File: src/hw/rtl/nqsc_pkg.sv
package nqsc_pkg;

  localparam int NQ_MAX_SIZE = 16;

  localparam int BOARD_W    = 5;
  localparam int SHOW_W     = 2;
  localparam int QROW_W     = 4;
  localparam int ROWS_OUT_W = 64;
  localparam int SOL_W      = 24;
  localparam int TEST_W     = 40;
  localparam int CFG_W      = 5;
  localparam int CFG_IDX_W  = 2;

  localparam logic [BOARD_W-1:0] BOARD_RST = BOARD_W'(8);
  localparam logic [SHOW_W-1:0]  SHOW_RST  = SHOW_W'(3);

  localparam logic [CFG_IDX_W-1:0] REG_BOARD_SIZE = CFG_IDX_W'(0);
  localparam logic [CFG_IDX_W-1:0] REG_SHOWN_SOLS = CFG_IDX_W'(1);

  localparam logic KIND_SOLUTION = 1'b0;
  localparam logic KIND_SUMMARY  = 1'b1;

  localparam logic [SOL_W-1:0]  SOL_MAX  = '1;
  localparam logic [TEST_W-1:0] TEST_MAX = '1;

  typedef enum logic [1:0] {
    S_IDLE,
    S_SEARCH,
    S_SUMMARY
  } nq_state_t;

  // control from sequencer to the occupancy unit
  typedef struct packed {
    logic clear;
    logic flip;
  } nq_mask_ctl_t;

endpackage

File: src/hw/rtl/nqsc_mask_unit.sv
module nqsc_mask_unit
  import nqsc_pkg::*;
#(
  parameter int MAX_SIZE = NQ_MAX_SIZE
) (
  input  logic                        clk,
  input  logic                        rst_n,
  input  nq_mask_ctl_t                ctl,
  input  logic [$clog2(MAX_SIZE)-1:0] col,
  input  logic [$clog2(MAX_SIZE)-1:0] row,
  output logic                        safe
);

  localparam int IDX_W   = $clog2(MAX_SIZE);
  localparam int DIAG_W  = 2 * MAX_SIZE - 1;
  localparam int DIAG_IW = $clog2(DIAG_W);

  logic [MAX_SIZE-1:0] rows_r, rows_nxt;
  logic [DIAG_W-1:0]   rise_r, rise_nxt;
  logic [DIAG_W-1:0]   fall_r, fall_nxt;
  logic [DIAG_IW-1:0]  rise_idx;
  logic [DIAG_IW-1:0]  fall_idx;
  logic [IDX_W-1:0]    row_idx;

  assign row_idx  = row;
  assign rise_idx = DIAG_IW'(row) + DIAG_IW'(col);
  assign fall_idx = DIAG_IW'(row) + DIAG_IW'(MAX_SIZE - 1) - DIAG_IW'(col);

  assign safe = !rows_r[row_idx] && !rise_r[rise_idx] && !fall_r[fall_idx];

  always_comb begin
    rows_nxt = rows_r;
    rise_nxt = rise_r;
    fall_nxt = fall_r;
    if (ctl.clear) begin
      rows_nxt = '0;
      rise_nxt = '0;
      fall_nxt = '0;
    end else if (ctl.flip) begin
      rows_nxt = rows_r ^ (MAX_SIZE'(1) << row_idx);
      rise_nxt = rise_r ^ (DIAG_W'(1) << rise_idx);
      fall_nxt = fall_r ^ (DIAG_W'(1) << fall_idx);
    end
  end

  always_ff @(posedge clk) begin
    if (!rst_n) begin
      rows_r <= '0;
      rise_r <= '0;
      fall_r <= '0;
    end else begin
      rows_r <= rows_nxt;
      rise_r <= rise_nxt;
      fall_r <= fall_nxt;
    end
  end

endmodule

File: src/hw/rtl/n_queens_solution_counter.sv
// The search takes a step for each safety test and for each backtrack, plus a start
// and a summary hand-over.
// Throughput: one search at a time; the input is stalled until the summary
// beat has been loaded. A waiting placement record holds the search.
// Reset (rst_n, synchronous): board_size 8, shown_solutions 3, idle, counts zero.
module n_queens_solution_counter
  import nqsc_pkg::*;
#(
  parameter int MAX_SIZE = NQ_MAX_SIZE
) (
  input  logic                  clk,
  input  logic                  rst_n,
  input  logic                  cfg_wr_en,
  input  logic [CFG_IDX_W-1:0]  cfg_index,
  input  logic [CFG_W-1:0]      cfg_data,
  input  logic                  in_valid,
  output logic                  in_stall,
  input  logic                  in_start_req,
  output logic                  out_valid,
  input  logic                  out_stall,
  output logic                  out_record_kind,
  output logic [SHOW_W-1:0]     out_solution_number,
  output logic [ROWS_OUT_W-1:0] out_queen_rows,
  output logic [SOL_W-1:0]      out_solution_total,
  output logic [TEST_W-1:0]     out_tests_total,
  output logic                  out_last
);

  localparam int ROW_W = $clog2(MAX_SIZE + 1);
  localparam int IDX_W = $clog2(MAX_SIZE);

  nq_state_t state_r, state_nxt;

  logic [BOARD_W-1:0] board_size_r;
  logic [SHOW_W-1:0]  shown_r;

  logic [ROW_W-1:0]  n_r, n_nxt;
  logic [SHOW_W-1:0] show_r;
  logic [ROW_W-1:0]  col_r, col_nxt;
  logic [ROW_W-1:0]  row_r, row_nxt;
  logic [MAX_SIZE-1:0][QROW_W-1:0] cols_r;
  logic [SOL_W-1:0]  sol_r, sol_inc;
  logic [TEST_W-1:0] test_r, test_inc;

  logic out_valid_r;
  logic out_kind_r, out_last_r;
  logic [SHOW_W-1:0]     out_num_r;
  logic [ROWS_OUT_W-1:0] out_rows_r;
  logic [SOL_W-1:0]      out_sol_r;
  logic [TEST_W-1:0]     out_test_r;

  logic start, out_free;
  logic at_end, exhausted, is_back, want_emit, hold, step_en;
  logic finish, pop, test, place, emit_sol, emit_sum;
  logic [IDX_W-1:0]  pop_col;
  logic [QROW_W-1:0] stored_row;
  logic [IDX_W-1:0]  unit_col, unit_row;
  logic              safe;
  nq_mask_ctl_t      mask_ctl;

  assign in_stall = (state_r != S_IDLE);
  assign start    = in_valid && !in_stall && in_start_req;
  assign out_free = !out_valid_r || !out_stall;

  assign n_nxt = (board_size_r > BOARD_W'(MAX_SIZE)) ? ROW_W'(MAX_SIZE)
                                                      : ROW_W'(board_size_r);

  // step decode
  always_comb begin
    at_end     = (col_r >= n_r);
    exhausted  = (row_r >= n_r);
    is_back    = at_end || exhausted;
    sol_inc    = (sol_r == SOL_MAX) ? sol_r : sol_r + SOL_W'(1);
    test_inc   = (test_r == TEST_MAX) ? test_r : test_r + TEST_W'(1);
    want_emit  = at_end && (sol_inc <= SOL_W'(show_r));
    hold       = is_back && want_emit && !out_free;
    step_en    = (state_r == S_SEARCH) && !hold;
    finish     = step_en && is_back && (col_r == '0);
    pop        = step_en && is_back && (col_r != '0);
    test       = step_en && !is_back;
    pop_col    = IDX_W'(col_r - ROW_W'(1));
    stored_row = cols_r[pop_col];
    unit_col   = is_back ? pop_col : IDX_W'(col_r);
    unit_row   = is_back ? IDX_W'(stored_row) : IDX_W'(row_r);
    place      = test && safe;
    emit_sol   = step_en && at_end && want_emit;
    emit_sum   = (state_r == S_SUMMARY) && out_free;
    mask_ctl.clear = start;
    mask_ctl.flip  = pop || place;
  end

  nqsc_mask_unit #(
    .MAX_SIZE (MAX_SIZE)
  ) u_mask (
    .clk   (clk),
    .rst_n (rst_n),
    .ctl   (mask_ctl),
    .col   (unit_col),
    .row   (unit_row),
    .safe  (safe)
  );

  always_comb begin
    col_nxt = col_r;
    row_nxt = row_r;
    if (start) begin
      col_nxt = '0;
      row_nxt = '0;
    end else if (pop) begin
      col_nxt = col_r - ROW_W'(1);
      row_nxt = ROW_W'(stored_row) + ROW_W'(1);
    end else if (place) begin
      col_nxt = col_r + ROW_W'(1);
      row_nxt = '0;
    end else if (test) begin
      row_nxt = row_r + ROW_W'(1);
    end
  end

  always_comb begin
    state_nxt = state_r;
    unique case (state_r)
      S_IDLE:    if (start) state_nxt = S_SEARCH;
      S_SEARCH:  if (finish) state_nxt = S_SUMMARY;
      S_SUMMARY: if (out_free) state_nxt = S_IDLE;
      default:   state_nxt = S_IDLE;
    endcase
  end

  always_ff @(posedge clk) begin
    if (!rst_n) begin
      state_r      <= S_IDLE;
      board_size_r <= BOARD_RST;
      shown_r      <= SHOW_RST;
      col_r        <= '0;
      row_r        <= '0;
      sol_r        <= '0;
      test_r       <= '0;
      out_valid_r  <= 1'b0;
    end else begin
      state_r <= state_nxt;
      col_r   <= col_nxt;
      row_r   <= row_nxt;
      if (cfg_wr_en) begin
        unique case (cfg_index)
          REG_BOARD_SIZE: board_size_r <= BOARD_W'(cfg_data);
          REG_SHOWN_SOLS: shown_r      <= SHOW_W'(cfg_data);
          default: ;
        endcase
      end
      if (start) begin
        sol_r  <= '0;
        test_r <= '0;
      end else begin
        if (step_en && at_end) sol_r <= sol_inc;
        if (test) test_r <= test_inc;
      end
      if (emit_sol || emit_sum) begin
        out_valid_r <= 1'b1;
      end else if (!out_stall) begin
        out_valid_r <= 1'b0;
      end
    end
  end

  // placement store and output beat payload
  always_ff @(posedge clk) begin
    if (start) begin
      n_r    <= n_nxt;
      show_r <= shown_r;
      cols_r <= '0;
    end else if (pop) begin
      cols_r[pop_col] <= '0;
    end else if (place) begin
      cols_r[IDX_W'(col_r)] <= QROW_W'(row_r);
    end
    if (emit_sol) begin
      out_kind_r <= KIND_SOLUTION;
      out_num_r  <= SHOW_W'(sol_inc);
      out_rows_r <= ROWS_OUT_W'(cols_r);
      out_sol_r  <= '0;
      out_test_r <= '0;
      out_last_r <= 1'b0;
    end else if (emit_sum) begin
      out_kind_r <= KIND_SUMMARY;
      out_num_r  <= '0;
      out_rows_r <= '0;
      out_sol_r  <= sol_r;
      out_test_r <= test_r;
      out_last_r <= 1'b1;
    end
  end

  assign out_valid           = out_valid_r;
  assign out_record_kind     = out_kind_r;
  assign out_solution_number = out_num_r;
  assign out_queen_rows      = out_rows_r;
  assign out_solution_total  = out_sol_r;
  assign out_tests_total     = out_test_r;
  assign out_last            = out_last_r;

  a_start_enters_search: assert property (@(posedge clk) disable iff (!rst_n)
    start |=> (state_r == S_SEARCH))
    else $error("start did not enter search");

  a_idle_column_zero: assert property (@(posedge clk) disable iff (!rst_n)
    (state_r == S_IDLE || state_r == S_SUMMARY) |-> (col_r == '0))
    else $error("column stack not empty outside search");

  a_column_bound: assert property (@(posedge clk) disable iff (!rst_n)
    (state_r == S_SEARCH) |-> (col_r <= n_r))
    else $error("column beyond board size");

  a_solution_ordinal: assert property (@(posedge clk) disable iff (!rst_n)
    (out_valid && !out_last) |-> (out_solution_number != '0 &&
                                  out_record_kind == KIND_SOLUTION))
    else $error("placement beat with bad ordinal");

endmodule

File: config.mk
export PLATFORM = sky130hd
export DESIGN_NAME = n_queens_solution_counter
export DESIGN_NICKNAME = d
export VERILOG_FILES = /design/src/hw/rtl/nqsc_pkg.sv /design/src/hw/rtl/nqsc_mask_unit.sv /design/src/hw/rtl/n_queens_solution_counter.sv
export SDC_FILE = /design/constraint.sdc
export NUM_CORES = 1
export LEC_CHECK = 0
export ABC_AREA = 0
export BUFFER_PORTS_ARGS = -buffer_cell sky130_fd_sc_hd__buf_2
export CORE_MARGIN = 8
export CORE_UTILIZATION = 40
export CTS_CLUSTER_DIAMETER = 50
export CTS_CLUSTER_SIZE = 10
export DETAILED_ROUTE_END_ITERATION = 7
export GPL_TIMING_DRIVEN = 0
export HOLD_SLACK_MARGIN = 0.05
export PLACE_DENSITY = 0.55
export SYNTH_ARGS = -nofsm -noshare
export SYNTH_HDL_FRONTEND = slang
export SYNTH_HIERARCHICAL = 1
export SYNTH_SLANG_ARGS = --single-unit
File: constraint.sdc
create_clock -name clk -period 14.5 [get_ports clk]
set_input_delay 0.725 -clock clk [delete_from_list [all_inputs] [get_ports clk]]
set_output_delay 0.725 -clock clk [all_outputs]
set_load 0.02 [all_outputs]
[Yosys cells after proc, flatten, opt, wreduce, memory -nomap -nowiden]
Index checks and enable logic that the tools add are counted.
Word-level totals
  RAM bits: 0
  output and inout port bits: 134
  bits in latches: 0
  bits in read-only memories: 0
  memories kept: 0
  word-level logic and storage cells: 150
  flip-flop bits (word level): 364
  input port bits: 13
Cells by class
  divide/modulo/power cells: 0
  shift-type cells: 3
  multiplexer cells: 33
  reduce and logical (&&, ||, !) cells: 44
  $mul: 0
  equal/unequal tests: 9
  $lt $le $gt $ge: 11
  bitwise logic cells: 7
  $add $sub $neg: 9
Operators by type and width (count)
  $mux W64: 4
  $and A64 B64 Y64: 1
  $bwmux W64: 1
  $not A64 Y64: 1
  $shl A1 B5 Y31 const A: 2
  $xor A31 B31 Y31: 2
  $add A40 B1 Y40 const B: 1
  $eq A40 B40 Y1 const B: 1
  $demux W4 S4: 2
  $mux W5: 5
  $add A24 B1 Y24 const B: 1
  $eq A24 B24 Y1 const B: 1
  $le A24 B2 Y1: 1
  $mux W24: 1
  $mux W4: 5
  $logic_and A1 B1 Y1: 18
  $bmux W4 S4: 1
  $shl A1 B4 Y16 const A: 1
  $xor A16 B16 Y16: 1
  $lt A4 B5 Y1 const B: 3
  $lt A5 B6 Y1 const B: 2
  $add A5 B1 Y5 const B: 2
  $bmux W1 S5: 2
  $ge A5 B5 Y1: 2
  other kinds (26): 55

[Longest topological paths before layout]
  depth after elaboration: 13
  mapped depth: 32
  mapped depth without buffers: 26

[Cells and area by module]
The synthesis kept the hierarchy.
Modules (own cells, without submodules)
  n_queens_solution_counter: sequential area each 6456.2 um^2, area each 12717.2 um^2, instances 1, cells an instance 1325
  nqsc_mask_unit: sequential area each 1561.5 um^2, area each 4241.6 um^2, instances 1, cells an instance 467

[Worst setup path before layout]
No wires, ideal clock.
  path kind: flip-flop to flip-flop
  start: register col_r[0]
  end: register u_mask.fall_r[30]
  required time: 14.372 ns
  slack: 6.211 ns
  library setup time: 0.128 ns
  cell stages (with the launch flop): 28
  clock period less this slack: 8.289 ns
  arrival: 8.161 ns
  path buffers: 7
  cells stage by stage: dfxtp_1 -> clkbuf_1 -> clkbuf_1 -> inv_1 -> ha_1 -> clkbuf_1 -> mux4_2 -> mux4_2 -> nand2_1 -> o21ai_0 -> ha_1 -> fa_1 -> clkbuf_1 -> buf_2 -> mux4_2 -> mux2i_1 -> a32o_1 -> o211a_1 -> inv_1 -> a2111oi_1 -> clkbuf_1 -> a21oi_1 -> inv_1 -> buf_2 -> a21bo_2 -> or3_1 -> xor2_1 -> nor2_1
RTL lines
  start, declared: line n_queens_solution_counter.sv:39  | logic [ROW_W-1:0] col_r, col_nxt;
  start signal, assigned: line n_queens_solution_counter.sv:142  | col_r <= col_nxt;
  end signal, assigned: line nqsc_mask_unit.sv:54  | fall_r <= fall_nxt;
  end, declared: line nqsc_mask_unit.sv:20  | logic [DIAG_W-1:0] fall_r, fall_nxt;

==> impl_metrics.csv <==
group,metric,value,unit
synthesis,synthCells,1792,
outcome,outcome,"finished clean",
cells_and_area,layout-drive-gt1-share,15.31,%
global_route,overflow,0,
synthesis,synth_edf_count,73,
critical_path,criticalPathCategory,"flop to flop",
power,power.density,114.1,nW/um^2
hold_path,hold_depth,3,
critical_path,slowest_stage,"a2111oi_2",
synthesis,ys_seq_area_share,47.28,%
critical_path,worst-path-buf-inv,10,
die,start_util,40.43,%
clock_tree,clk_latency,590,ps
die,rows,75,
critical_path,cp_common_cell,"clkbuf_1",
critical_path,critPathTopFamily,"buffers and inverters",
global_route,antenna_found_initial,2,
cells_and_area,mostFrequentLayoutCells,"dfxtp_1 (291), nand2_1 (207), buf_2 (171)",
critical_path,cp.required,14940,ps
detailed_routing,wl,46.91,mm
clock_tree,cts_made_buffers,45,
synthesis,syn_nets,1838,
global_route,grtUsageTotal,18.57,%
critical_path,rr_endpoint,"u_mask/fall_r[28]",
sta,final.setup.tns,0,ps
clock_tree,cts_setup_buffers,0,
cells_and_area,layout_commonest_cell,"dfxtp_1",
synthesis,ys_ff_latch,364,
critical_path,ff2ff_setup_slack,3810,ps
die,die_width,221.9,um
sta,hold-worst-slack,390.4,ps
critical_path,startpoint_type,"flop",
power,power.leakage,7.064,nW
synthesis,syn_area,16960,sq um
hold_path,whs_endpoint,"shown_r[0]",
clock_tree,h-tree-depth,2,
placement,portBuffers,146,
sta,rsz0062_at_grt,"no",
clock_tree,clkSinkCount,364,
sta,worst_pin_slew,1148,ps
clock_tree,cts_resized,0,
clock_tree,cts_buffer_depth,3,
detailed_routing,wl_per_cell,18.37,um
synthesis,yosys_warnings,6,
placement,place_congestion,0.9135,
critical_path,r2r-start,"col_r[0]",
cells_and_area,area_growth,16.68,%
critical_path,worst_r2r_path_depth,27,
global_route,grt_start_max_net_pins,68,
critical_path,worst-path-max-fanout,10,
detailed_routing,drcViolationCount,0,
sta,fin_crit,10690,ps
placement,dp_hpwl,34.22,mm
job,drv_cap,0,
detailed_routing,routed_via_density,5.427,
die,io_pins,147,
power,ir_drop,71.26,uV
detailed_routing,num_vias,13856,
detailed_routing,postRouteAntennaNets,0,
synthesis,synth_cell_type_count,77,
critical_path,cp_data_arrival_time,11130,ps
critical_path,max_stage_delay,880,ps
die,core-area,41950,sq um
sta,setup_viol,0,
detailed_routing,first_pass_iters,5,
die,die_area,49240,sq um
synthesis,synth_async_sr_flop_share,0,%
global_route,grt_pass1_wl,75.25,mm
hold_path,hold_class,"input port to flop",
die,die_h,221.9,um
synthesis,syn_avg_cell_area,9.464,sq um
sta,finalHoldViolations,0,
sta,slew_headroom,22.68,%
clock_tree,cts_root_buf,"clkbuf_16",
hold_path,worstHoldStart,"cfg_data[0]",
sta,finClkSkew,33.07,ps
sta,maxSlewViolCount,0,
sta,max_freq,93.50,MHz
clock_tree,clk_pin_slew,50,ps
critical_path,cp-end-kind,"flop",
sta,period_share,73.76,%
clock_tree,cts_hold_buf,0,
synthesis,ys.flop_type,"dfxtp_1",
detailed_routing,drtIter0Drc,984,
global_route,grt_pass1_vias,13671,
cells_and_area,nNetsFinal,2031,
clock_tree,cts_tree,"done",
-- worst register-to-register path, stage by stage, from the launching register on --
cell and delay, ps:
dfxtp_1 390, clkbuf_1 680, clkbuf_1 770, inv_1 430
ha_1 420, clkbuf_1 550, mux4_2 450, mux4_2 560
nand2_1 90, o21ai_0 400, ha_1 430, fa_1 490
clkbuf_1 390, buf_2 370, mux4_2 550, mux2i_1 180
a32o_1 200, o211a_1 290, inv_1 110, a2111oi_2 880
clkbuf_1 430, a21oi_1 220, inv_1 130, buf_2 260
a21bo_2 310, or3_1 370, xor2_1 130, nor2_1 50
-- Yosys cell counts, types with 30 or more instances --
cell type,count,area [sq um]
nor2_1,170,638.1
nand4_1,56,350.3
mux4_2,37,833.3
inv_1,63,236.5
or3_1,52,325.3
o22ai_1,35,219.0
nand3_1,57,285.3
a21oi_1,127,635.6
o21ai_0,57,285.3
and2_1,44,275.3
nor3_1,30,150.1
xnor2_1,50,437.9
nand2_1,208,780.8
xor2_1,71,621.9
dfxtp_1,291,5826
ha_1,31,387.9
clkbuf_1,78,292.8
edfxtp_1,73,2192
-- how the worst max path moves through the flow --
stage | start | end | depth (start not counted)
floorplan | col_r[0] | u_mask/fall_r[30] | 27
global placement | col_r[0] | u_mask/fall_r[28] | 27
detailed placement | col_r[0] | u_mask/fall_r[28] | 27
CTS | col_r[0] | u_mask/fall_r[28] | 27
global route | col_r[0] | u_mask/rows_r[2] | 30
finish | col_r[0] | u_mask/fall_r[28] | 27
-- final cells by class --
cell class	count	area (sq um)
plain buffers	110	462.9
repair buffers	146	730.7
clock inverters	9	150.1
multi-input cells	1253	8252
diodes	2	5.005
clock buffers	65	1251
flip-flops and latches	364	8018
inverters	65	244.0
well taps	539	674.4
fillers	4011	22160
-- cells by family after synthesis --
| group | after synthesis | share of synthesized area (%) |
|---|---|---|
| AOI/OAI and AO/OA | 315 | 11.99 |
| adders and majority gates | 33 | 2.523 |
| xor gates and xnor gates | 123 | 6.441 |
| muxes | 62 | 6.433 |
| buffers and inverters | 175 | 4.168 |
| and+or+nand+nor | 720 | 21.17 |
| DFF | 364 | 47.28 |
-- flip-flops by register name, indices dropped and copies added, names as in the netlist, 5 cells and up --
register,count
out_tests_total,40
row_r,5
test_r,40
u_mask/rows_r,16
u_mask/fall_r,31
cols_r,64
sol_r,24
n_r,5
col_r,5
board_size_r,5
u_mask/rise_r,31
out_queen_rows,64
out_solution_total,24
-- layer usage --
| layer | global-route usage (%) | up-vias | routed length (um) |
|---|---|---|---|
| met5 | 0 | - | 0 |
| met4 | 5.281 | 0 | 928 |
| met3 | 3.955 | 77 | 3044 |
| met2 | 30.38 | 396 | 22050 |
| met1 | 24.54 | 6647 | 20880 |
| li1 | - | 6736 | - |
-- report_power, final --
group          total [mW]  switching [mW]  internal (mW)
Clock                1.07           0.437          0.635
Sequential           1.04         0.00403           1.04
Combinational       0.145           0.102         0.0430
-- stage by stage --
| stage | total power, mW | cells | util, % | instance area (sq um) | setup slack [ps] |
|---|---|---|---|---|---|
| floorplan | 1.160 | 1792 | - | 16960 | 6211 |
| global placement | 1.203 | 2477 | 43.78 | 18360 | 3385 |
| detailed placement | 1.205 | 2477 | 43.81 | 18380 | 3871 |
| CTS | 2.285 | 2551 | 47.15 | 19780 | 3844 |
| global route | 2.338 | 2551 | 47.16 | 19780 | 2873 |
| finish | 2.257 | 2553 | 47.17 | 19790 | 3805 |
No activity file was read; power rests on OpenSTA's default activity.
